<file path="src/hw/rtl/pev_pkg.sv">
// pev_pkg: shared types, sizes and codes of the packing excluded-volume finder
// depends on nothing; every rtl file of the block refers to it by scoped names

package pev_pkg;

   localparam int MAX_BOXES  = 64;
   localparam int COORD_BITS = 10;
   localparam int IDX_BITS   = $clog2(MAX_BOXES);
   localparam int CNT_BITS   = $clog2(MAX_BOXES + 1);
   localparam int SUM_BITS   = COORD_BITS + 1;

   typedef logic [COORD_BITS-1:0] coord_type;
   typedef logic [SUM_BITS-1:0]   sum_type;
   typedef logic [IDX_BITS-1:0]   idx_type;
   typedef logic [CNT_BITS-1:0]   cnt_type;

   // item operation codes
   localparam logic [1:0] OP_CLEAR  = 2'd0;
   localparam logic [1:0] OP_APPEND = 2'd1;
   localparam logic [1:0] OP_QUERY  = 2'd2;
   localparam logic [1:0] OP_NONE   = 2'd3;

   // spawn side of a query point
   localparam logic [1:0] KIND_RIGHT = 2'd0;
   localparam logic [1:0] KIND_TOP   = 2'd1;
   localparam logic [1:0] KIND_FRONT = 2'd2;
   localparam logic [1:0] KIND_OTHER = 2'd3;

   typedef struct packed {
      coord_type x0;
      coord_type y0;
      coord_type z0;
      coord_type xl;
      coord_type yl;
      coord_type zl;
   } box_type;

   typedef struct packed {
      coord_type x;
      coord_type y;
      coord_type z;
   } point_type;

   // neighbour roles hit by one box, or held over a whole scan
   typedef struct packed {
      logic left;
      logic behind;
      logic below;
   } hits_type;

   function automatic sum_type ext(input coord_type c);
      return {1'b0, c};
   endfunction

endpackage

</file>
<file path="src/hw/rtl/pev_box_store.sv">
// pev_box_store: memory of placed boxes, one write port and one registered read port
// depends on pev_pkg for the box record and index width

module pev_box_store (
   input  logic             clock,
   input  logic             wr_en,
   input  pev_pkg::idx_type wr_addr,
   input  pev_pkg::box_type wr_data,
   input  logic             rd_en,
   input  pev_pkg::idx_type rd_addr,
   output pev_pkg::box_type rd_data
);

   pev_pkg::box_type mem [pev_pkg::MAX_BOXES];
   pev_pkg::box_type rd_data_ff;

   always_ff @(posedge clock) begin
      if (wr_en) begin
         mem[wr_addr] <= wr_data;
      end
      if (rd_en) begin
         rd_data_ff <= mem[rd_addr];
      end
   end

   assign rd_data = rd_data_ff;

endmodule

</file>
<file path="src/hw/rtl/pev_match_unit.sv">
// pev_match_unit: compares one stored box against the query point for all three roles
// depends on pev_pkg for box, point and hit types

module pev_match_unit (
   input  pev_pkg::box_type   box,
   input  pev_pkg::point_type point,
   input  logic [1:0]         kind,
   output pev_pkg::hits_type  hits
);

   function automatic logic in_span(input pev_pkg::coord_type lo,
                                    input pev_pkg::coord_type len,
                                    input pev_pkg::coord_type v);
      return (pev_pkg::ext(lo) <= pev_pkg::ext(v)) &&
             (pev_pkg::ext(v) < pev_pkg::ext(lo) + pev_pkg::ext(len));
   endfunction

   logic left_face, behind_face, below_face;
   logic left_exact, behind_exact, below_exact;
   logic left_cont, behind_cont, below_cont;
   logic in_x, in_y, in_z;

   always_comb begin
      left_face   = (pev_pkg::ext(box.x0) + pev_pkg::ext(box.xl)) == pev_pkg::ext(point.x);
      behind_face = (pev_pkg::ext(box.z0) + pev_pkg::ext(box.zl)) == pev_pkg::ext(point.z);
      below_face  = (pev_pkg::ext(box.y0) + pev_pkg::ext(box.yl)) == pev_pkg::ext(point.y);

      in_x = in_span(box.x0, box.xl, point.x);
      in_y = in_span(box.y0, box.yl, point.y);
      in_z = in_span(box.z0, box.zl, point.z);

      left_exact   = left_face && (box.y0 == point.y) && (box.z0 == point.z);
      behind_exact = behind_face && (box.x0 == point.x) && (box.y0 == point.y);
      below_exact  = below_face && (box.x0 == point.x) && (box.z0 == point.z);

      left_cont   = left_face && in_y && in_z;
      behind_cont = behind_face && in_y && in_x;
      below_cont  = below_face && in_z && in_x;

      // the role the point spawned from needs an exact corner match
      hits.left   = (kind == pev_pkg::KIND_RIGHT) ? left_exact   : left_cont;
      hits.behind = (kind == pev_pkg::KIND_FRONT) ? behind_exact : behind_cont;
      hits.below  = (kind == pev_pkg::KIND_TOP)   ? below_exact  : below_cont;
   end

endmodule

</file>
<file path="src/hw/rtl/pev_volume_calc.sv">
// pev_volume_calc: derives the excluded box lengths from the neighbours kept by a scan
// depends on pev_pkg for box, point and hit types

module pev_volume_calc (
   input  logic [1:0]          kind,
   input  pev_pkg::point_type  point,
   input  pev_pkg::coord_type  free_width,
   input  pev_pkg::coord_type  free_height,
   input  pev_pkg::coord_type  free_depth,
   input  pev_pkg::hits_type   hits,
   input  pev_pkg::box_type    lf,
   input  pev_pkg::box_type    bh,
   input  pev_pkg::box_type    bl,
   output logic                found,
   output pev_pkg::coord_type  len_x,
   output pev_pkg::coord_type  len_y,
   output pev_pkg::coord_type  len_z
);

   function automatic pev_pkg::sum_type umin(input pev_pkg::sum_type a,
                                             input pev_pkg::sum_type b);
      return (a < b) ? a : b;
   endfunction

   // far face of a neighbour minus the point, never negative for a matched box
   function automatic pev_pkg::sum_type reach(input pev_pkg::coord_type lo,
                                              input pev_pkg::coord_type len,
                                              input pev_pkg::coord_type p);
      return pev_pkg::ext(lo) + pev_pkg::ext(len) - pev_pkg::ext(p);
   endfunction

   pev_pkg::sum_type bh_dx, bh_dy, bl_dx, bl_dz, lf_dy, lf_dz;
   pev_pkg::sum_type x, y, z;
   logic ok;

   always_comb begin
      bh_dx = reach(bh.x0, bh.xl, point.x);
      bh_dy = reach(bh.y0, bh.yl, point.y);
      bl_dx = reach(bl.x0, bl.xl, point.x);
      bl_dz = reach(bl.z0, bl.zl, point.z);
      lf_dy = reach(lf.y0, lf.yl, point.y);
      lf_dz = reach(lf.z0, lf.zl, point.z);

      ok = 1'b0;
      x  = '0;
      y  = '0;
      z  = '0;

      case (kind)
         pev_pkg::KIND_RIGHT: begin
            ok = hits.left && (hits.behind || (point.z == '0));
            z  = pev_pkg::ext(lf.zl);
            if (hits.below) begin
               z = umin(z, bl_dz);
            end
            x = hits.behind ? bh_dx : pev_pkg::ext(free_width);
            if (hits.below) begin
               x = umin(x, bl_dx);
            end
            y = hits.behind ? umin(pev_pkg::ext(bh.yl), pev_pkg::ext(lf.yl))
                            : pev_pkg::ext(lf.yl);
         end
         pev_pkg::KIND_TOP: begin
            // a top point needs its supporting box
            ok = hits.below && (hits.behind || (point.z == '0)) &&
                 (hits.left || (point.x == '0));
            x  = hits.behind ? umin(pev_pkg::ext(bl.xl), bh_dx) : pev_pkg::ext(bl.xl);
            z  = hits.left ? umin(pev_pkg::ext(bl.zl), lf_dz) : pev_pkg::ext(bl.zl);
            if (hits.behind && hits.left) begin
               y = umin(bh_dy, lf_dy);
            end else if (hits.left) begin
               y = lf_dy;
            end else if (hits.behind) begin
               y = bh_dy;
            end else begin
               y = pev_pkg::ext(free_height);
            end
         end
         pev_pkg::KIND_FRONT: begin
            ok = hits.behind && (hits.left || (point.x == '0));
            x  = pev_pkg::ext(bh.xl);
            if (hits.below) begin
               x = umin(x, bl_dx);
            end
            z = hits.left ? lf_dz : pev_pkg::ext(free_depth);
            if (hits.below) begin
               z = umin(z, bl_dz);
            end
            y = hits.left ? umin(pev_pkg::ext(bh.yl), pev_pkg::ext(lf.yl))
                          : pev_pkg::ext(bh.yl);
         end
         default: begin
            ok = 1'b0;
         end
      endcase

      found = ok && (x != '0) && (y != '0) && (z != '0);
      len_x = found ? x[pev_pkg::COORD_BITS-1:0] : '0;
      len_y = found ? y[pev_pkg::COORD_BITS-1:0] : '0;
      len_z = found ? z[pev_pkg::COORD_BITS-1:0] : '0;
   end

endmodule

</file>
<file path="src/hw/rtl/packing_excluded_volume_finder.sv">
// packing_excluded_volume_finder: top level with the scan sequencer and result register
// depends on pev_pkg, pev_box_store, pev_match_unit and pev_volume_calc
//
// Usage:
//   The req_ channel carries one item per accepted valid/stall handshake. A clear
//   item empties the box store and an append item stores one box (ignored when the
//   store is full); both finish in the cycle they are accepted and give no result.
//   An op code of three is dropped the same way. A query item gives exactly one
//   item on the rsp_ channel: found plus the three lengths, or zeros when no
//   excluded box exists.
//   A query reads the store through its single read port, one box a cycle, and
//   holds req_stall high while it scans, drains the read port and computes the
//   result; on an empty store it skips the scan and the drain. Clear and append
//   items never raise req_stall and may follow each other back to back.
//   The result sits in an output register; while rsp_stall is high it holds, and
//   a query finishing meanwhile waits with req_stall high until the register frees.
//   Reset (synchronous, active high) empties the store and drops any pending
//   result; the box memory itself is not cleared.

module packing_excluded_volume_finder (
   input  logic                clock,
   input  logic                reset,
   input  logic                req_valid,
   output logic                req_stall,
   input  logic [1:0]          req_op,
   input  pev_pkg::coord_type  req_pos_x,
   input  pev_pkg::coord_type  req_pos_y,
   input  pev_pkg::coord_type  req_pos_z,
   input  pev_pkg::coord_type  req_len_x,
   input  pev_pkg::coord_type  req_len_y,
   input  pev_pkg::coord_type  req_len_z,
   input  logic [1:0]          req_kind,
   input  pev_pkg::coord_type  req_free_width,
   input  pev_pkg::coord_type  req_free_height,
   input  pev_pkg::coord_type  req_free_depth,
   output logic                rsp_valid,
   input  logic                rsp_stall,
   output logic                rsp_found,
   output pev_pkg::coord_type  rsp_out_len_x,
   output pev_pkg::coord_type  rsp_out_len_y,
   output pev_pkg::coord_type  rsp_out_len_z
);

   typedef enum logic [1:0] {
      ST_IDLE,
      ST_SCAN,
      ST_DRAIN,
      ST_CALC
   } state_type;

   state_type          state_ff;
   pev_pkg::cnt_type   count_ff;
   pev_pkg::idx_type   idx_ff;
   logic               rd_valid_ff;
   pev_pkg::point_type point_ff;
   logic [1:0]         kind_ff;
   pev_pkg::coord_type free_width_ff, free_height_ff, free_depth_ff;
   pev_pkg::hits_type  hits_ff;
   pev_pkg::box_type   lf_ff, bh_ff, bl_ff;
   logic               rsp_valid_ff;
   logic               rsp_found_ff;
   pev_pkg::coord_type rsp_len_x_ff, rsp_len_y_ff, rsp_len_z_ff;

   logic               accept;
   logic               wr_en;
   pev_pkg::box_type   wr_data;
   logic               rd_en;
   pev_pkg::box_type   rd_data;
   pev_pkg::hits_type  box_hits;
   logic               last_issue;
   logic               rsp_free;
   logic               rsp_load;
   logic               calc_found;
   pev_pkg::coord_type calc_len_x, calc_len_y, calc_len_z;

   assign req_stall  = (state_ff != ST_IDLE);
   assign accept     = req_valid && !req_stall;
   assign wr_en      = accept && (req_op == pev_pkg::OP_APPEND) &&
                       (count_ff < pev_pkg::CNT_BITS'(pev_pkg::MAX_BOXES));
   assign wr_data    = '{x0: req_pos_x, y0: req_pos_y, z0: req_pos_z,
                         xl: req_len_x, yl: req_len_y, zl: req_len_z};
   assign rd_en      = (state_ff == ST_SCAN);
   assign last_issue = (pev_pkg::CNT_BITS'(idx_ff) + pev_pkg::CNT_BITS'(1)) == count_ff;
   assign rsp_free   = !rsp_valid_ff || !rsp_stall;
   assign rsp_load   = (state_ff == ST_CALC) && rsp_free;

   pev_box_store u_store (
      .clock   (clock),
      .wr_en   (wr_en),
      .wr_addr (count_ff[pev_pkg::IDX_BITS-1:0]),
      .wr_data (wr_data),
      .rd_en   (rd_en),
      .rd_addr (idx_ff),
      .rd_data (rd_data)
   );

   pev_match_unit u_match (
      .box   (rd_data),
      .point (point_ff),
      .kind  (kind_ff),
      .hits  (box_hits)
   );

   pev_volume_calc u_calc (
      .kind        (kind_ff),
      .point       (point_ff),
      .free_width  (free_width_ff),
      .free_height (free_height_ff),
      .free_depth  (free_depth_ff),
      .hits        (hits_ff),
      .lf          (lf_ff),
      .bh          (bh_ff),
      .bl          (bl_ff),
      .found       (calc_found),
      .len_x       (calc_len_x),
      .len_y       (calc_len_y),
      .len_z       (calc_len_z)
   );

   always_ff @(posedge clock) begin
      if (reset) begin
         state_ff     <= ST_IDLE;
         count_ff     <= '0;
         idx_ff       <= '0;
         rd_valid_ff  <= 1'b0;
         hits_ff      <= '0;
         rsp_valid_ff <= 1'b0;
      end else begin
         rd_valid_ff <= rd_en;

         if (rsp_load) begin
            rsp_valid_ff <= 1'b1;
            rsp_found_ff <= calc_found;
            rsp_len_x_ff <= calc_len_x;
            rsp_len_y_ff <= calc_len_y;
            rsp_len_z_ff <= calc_len_z;
         end else if (rsp_valid_ff && !rsp_stall) begin
            rsp_valid_ff <= 1'b0;
         end

         // later boxes overwrite earlier ones, so each role keeps its last match
         if (rd_valid_ff) begin
            if (box_hits.left) begin
               hits_ff.left <= 1'b1;
               lf_ff        <= rd_data;
            end
            if (box_hits.behind) begin
               hits_ff.behind <= 1'b1;
               bh_ff          <= rd_data;
            end
            if (box_hits.below) begin
               hits_ff.below <= 1'b1;
               bl_ff         <= rd_data;
            end
         end

         if (wr_en) begin
            count_ff <= count_ff + pev_pkg::CNT_BITS'(1);
         end

         unique case (state_ff)
            ST_IDLE: begin
               if (accept) begin
                  if (req_op == pev_pkg::OP_CLEAR) begin
                     count_ff <= '0;
                  end else if (req_op == pev_pkg::OP_QUERY) begin
                     point_ff       <= '{x: req_pos_x, y: req_pos_y, z: req_pos_z};
                     kind_ff        <= req_kind;
                     free_width_ff  <= req_free_width;
                     free_height_ff <= req_free_height;
                     free_depth_ff  <= req_free_depth;
                     hits_ff        <= '0;
                     idx_ff         <= '0;
                     state_ff       <= (count_ff == '0) ? ST_CALC : ST_SCAN;
                  end
               end
            end
            ST_SCAN: begin
               if (last_issue) begin
                  state_ff <= ST_DRAIN;
               end else begin
                  idx_ff <= idx_ff + pev_pkg::IDX_BITS'(1);
               end
            end
            ST_DRAIN: begin
               state_ff <= ST_CALC;
            end
            ST_CALC: begin
               if (rsp_free) begin
                  state_ff <= ST_IDLE;
               end
            end
            default: begin
               state_ff <= ST_IDLE;
            end
         endcase
      end
   end

   assign rsp_valid     = rsp_valid_ff;
   assign rsp_found     = rsp_found_ff;
   assign rsp_out_len_x = rsp_len_x_ff;
   assign rsp_out_len_y = rsp_len_y_ff;
   assign rsp_out_len_z = rsp_len_z_ff;

   // a query keeps the input side busy for at least the following cycle
   assert property (@(posedge clock) disable iff (reset)
      accept && (req_op == pev_pkg::OP_QUERY) |=> req_stall)
      else $error("query accepted without holding off the next item");

   assert property (@(posedge clock) disable iff (reset)
      count_ff <= pev_pkg::CNT_BITS'(pev_pkg::MAX_BOXES))
      else $error("box count beyond store depth");

   // read data is only consumed while a scan is running or draining
   assert property (@(posedge clock) disable iff (reset)
      rd_valid_ff |-> (state_ff == ST_SCAN) || (state_ff == ST_DRAIN))
      else $error("store read data outside a scan");

   assert property (@(posedge clock) disable iff (reset)
      rsp_valid_ff && !$past(rsp_valid_ff) |-> $past(state_ff) == ST_CALC)
      else $error("result raised without a finished query");

endmodule

</file>
<file path="config.mk">
export PLATFORM = sky130hd
export DESIGN_NAME = packing_excluded_volume_finder
export DESIGN_NICKNAME = d
export VERILOG_FILES = /design/src/hw/rtl/pev_pkg.sv /design/src/hw/rtl/pev_box_store.sv /design/src/hw/rtl/pev_match_unit.sv /design/src/hw/rtl/pev_volume_calc.sv /design/src/hw/rtl/packing_excluded_volume_finder.sv
export SDC_FILE = /design/constraint.sdc
export NUM_CORES = 2
export LEC_CHECK = 0
export BUFFER_PORTS_ARGS = -buffer_cell sky130_fd_sc_hd__buf_2
export CORE_ASPECT_RATIO = 0.7
export CORE_UTILIZATION = 40
export CTS_CLUSTER_DIAMETER = 60
export CTS_CLUSTER_SIZE = 14
export DETAILED_ROUTE_END_ITERATION = 12
export PLACE_DENSITY_LB_ADDON = 0.1
export SYNTH_ARGS = -nofsm -noshare
export SYNTH_HDL_FRONTEND = slang
export SYNTH_HIERARCHICAL = 1
export SYNTH_SLANG_ARGS = --single-unit
</file>
<file path="constraint.sdc">
create_clock -name clock -period 11.9 [get_ports clock]
set_clock_uncertainty 0.2 [all_clocks]
set_input_delay 1.19 -clock clock [delete_from_list [all_inputs] [get_ports clock]]
set_output_delay 1.19 -clock clock [all_outputs]
set_load 0.03 [all_outputs]
</file>
==> impl_metrics.ini <==
[pwr]
leakagePower_nw = 57.35
power_density_nw_per_um2 = 156.8
p_total_mw = 28.93
peakVddDrop_v = 0.0001142

[global_route]
antenna_found_initial = 54
grt_pass1_wl_um = 711600
grt_start_max_net_pins = 101
globalRoute.totalOverflow = 0
grt_usage_pct = 24.66
grt_pass1_vias = 84300

[clocking]
cts_tree = yes
insertion_delay_ps = 990
hold_buffers = 0
clockBufferDepth = 4
cts.sink_count = 4133
path_clk_slew_ps = 70
cts_resized = 0
cts_setup_buffers = 0
h-tree-depth = 5
cts_inserted_buffers = 345
clockRootBuffer = clkbuf_16

[placement]
pre_cts_ws_ps = 4830
port_buffers = 130
hpwl_um = 301000
placed_area_um2 = 174800
gp_congestion = 0.8380

[routing]
ant_nets = 0
via_per_inst = 6.144
drcViolationCount = 0
drt_pre_antenna_iters = 8
wl_per_cell_um = 37.41
routed_wl_um = 521200
drtIter0Drc = 11200
vias = 85600

[min_path]
min_path_cells = 1
hold_path_end = free_height_ff[5]
worstHoldPathType = input port to flip-flop
hold_path_startpoint = req_free_height[5]

[sta]
drv_slew = 0
worst_pin_slew_ps = 1388
setup_viol = 0
finalCritPeriodShare_pct = 61.01
fin_ws_ps = 4640
fin_tns_setup_ps = 0
fin_crit_ps = 7260
rsz0062_at_grt = no
slew_headroom_pct = 7.093
fmax_mhz = 137.7
hold_violations = 0

[die]
die-height_um = 541.3
die_x_um = 772.5
core_area_um2 = 412600
ios = 131
num_rows = 197
die-area_um2 = 418200
start_util_pct = 40.28

[logic_synthesis]
syn-num-nets = 8390
ys_warn_count = 6
synthCells = 7990
syn-cell-area_um2 = 166200
synth.avg_cell_area_um2 = 20.80

[setup_path]
crit-reg2reg-launch = point_ff[1]
cp.required_ps = 12410
worstPathArrival_ps = 7770
critPathTopFamily = compound AO/OA/AOI/OAI gates
critPathMaxFanout = 28
cp_slowest_stage_delay_ps = 650
r2r_setup_slack_ps = 4640
cp-end-kind = flip-flop
crit_buf_inv = 1
crit_chain = fa_1, inv_1, fa_1, a21oi_1, o21bai_1, a21o_1, a21oi_1, xnor2_1, ha_1, a211oi_1, o21ai_0, o31ai_1, nand2b_1, o21ai_0, a221o_1, a2111oi_0, nand4b_1, nand2_2, nor3b_1
cp_slowest_cell = nand2_2
r2r_cells = 19
critPathKind = flip-flop to flip-flop
r2r-end = rsp_out_len_z[7]
startpoint_type = flip-flop

[finish]
layout_common_cells = edfxtp_1 (4113), mux4_2 (1040), clkbuf_16 (347), inv_1 (332), buf_4 (242)
seq_area_um2 = 123900
stdcell_area_um2 = 184500
multi_input_area_um2 = 39880
drive_gt1_share_pct = 24.34
n_fill_cell = 35020
final_common_cell = edfxtp_1
synthToLayoutAreaGrowth_pct = 10.99
nets = 8754

[outcome]
status = complete, no violations

[flow_run]
cap_violations = 0
[report_power, final]
group	total, mW	internal, mW	switching (mW)	leakage, nW
sequential	16.3	16.1	0.140	37.2
combinational	1.99	0.779	1.21	15.5
clock	10.7	5.44	5.22	4.70
total	28.9	22.4	6.58	57.3
[state kept, by name, summed over array words and instances, names as in the netlist]
register and flops:
rsp_valid 1, rsp_out_len_x 10, rsp_found 1, bl_ff 40, free_width_ff 10, u_store/mem 3840
hits_ff 3, state_ff 2, free_depth_ff 10, u_store/rd_data 60, count_ff 7, rsp_out_len_z 10
idx_ff 6, rsp_out_len_y 10, lf_ff 40, rd_valid_ff 1, point_ff 30, bh_ff 40
kind_ff 2, free_height_ff 10
[worst max path at each step]
stage | depth (start not counted) | from | end
after floorplan | 4 | req_op[1] | u_store/mem[32][0]
after global placement | 21 | point_ff[1] | rsp_out_len_y[3]
after detailed placement | 19 | point_ff[1] | rsp_out_len_y[3]
after CTS | 19 | point_ff[1] | rsp_out_len_z[7]
after global routing | 21 | point_ff[1] | rsp_found
final | 19 | point_ff[1] | rsp_out_len_z[7]
[final cells by class]
cell class / count / area share [%]
antenna: 18 / 0.02442
clock buffer: 378 / 4.781
clock inverter: 57 / 0.4592
inverter: 335 / 0.6843
multi-input combinational: 3149 / 21.62
sequential: 4133 / 67.18
tap: 5472 / 3.711
timing repair buffer: 390 / 1.541
[metrics by stage]
step | utilization [%] | hold WS (ps) | std cells
global route | 44.70 | 116.2 | 13920
CTS | 44.70 | 75.80 | 13910
finish | 44.71 | 167.7 | 13930
detailed placement | 42.35 | 275.6 | 13480
global placement | 42.35 | 262.3 | 13480
floorplan | - | 234.9 | 7990
[worst reg2reg max path, stage by stage, from the launching register on]
cell,delay (ps)
edfxtp_1,510
fa_1,570
inv_1,60
fa_1,410
a21oi_1,230
o21bai_1,150
a21o_1,230
a21oi_1,190
xnor2_1,280
ha_1,360
a211oi_1,220
o21ai_0,120
o31ai_1,600
nand2b_1,580
o21ai_0,160
a221o_1,460
a2111oi_0,420
nand4b_1,400
nand2_2,650
nor3b_1,160
[metal layers]
| metal | vias to the layer above | track usage (%) | share of wire [%] |
|---|---|---|---|
| li1 | 33710 | - | - |
| met1 | 47600 | 38.50 | 45 |
| met2 | 3745 | 36.59 | 44 |
| met3 | 531 | 4.454 | 8.6 |
| met4 | 12 | 4.402 | 1.9 |
| met5 | - | 0 | 0.013 |
Power figures use the tool's default switching activity.
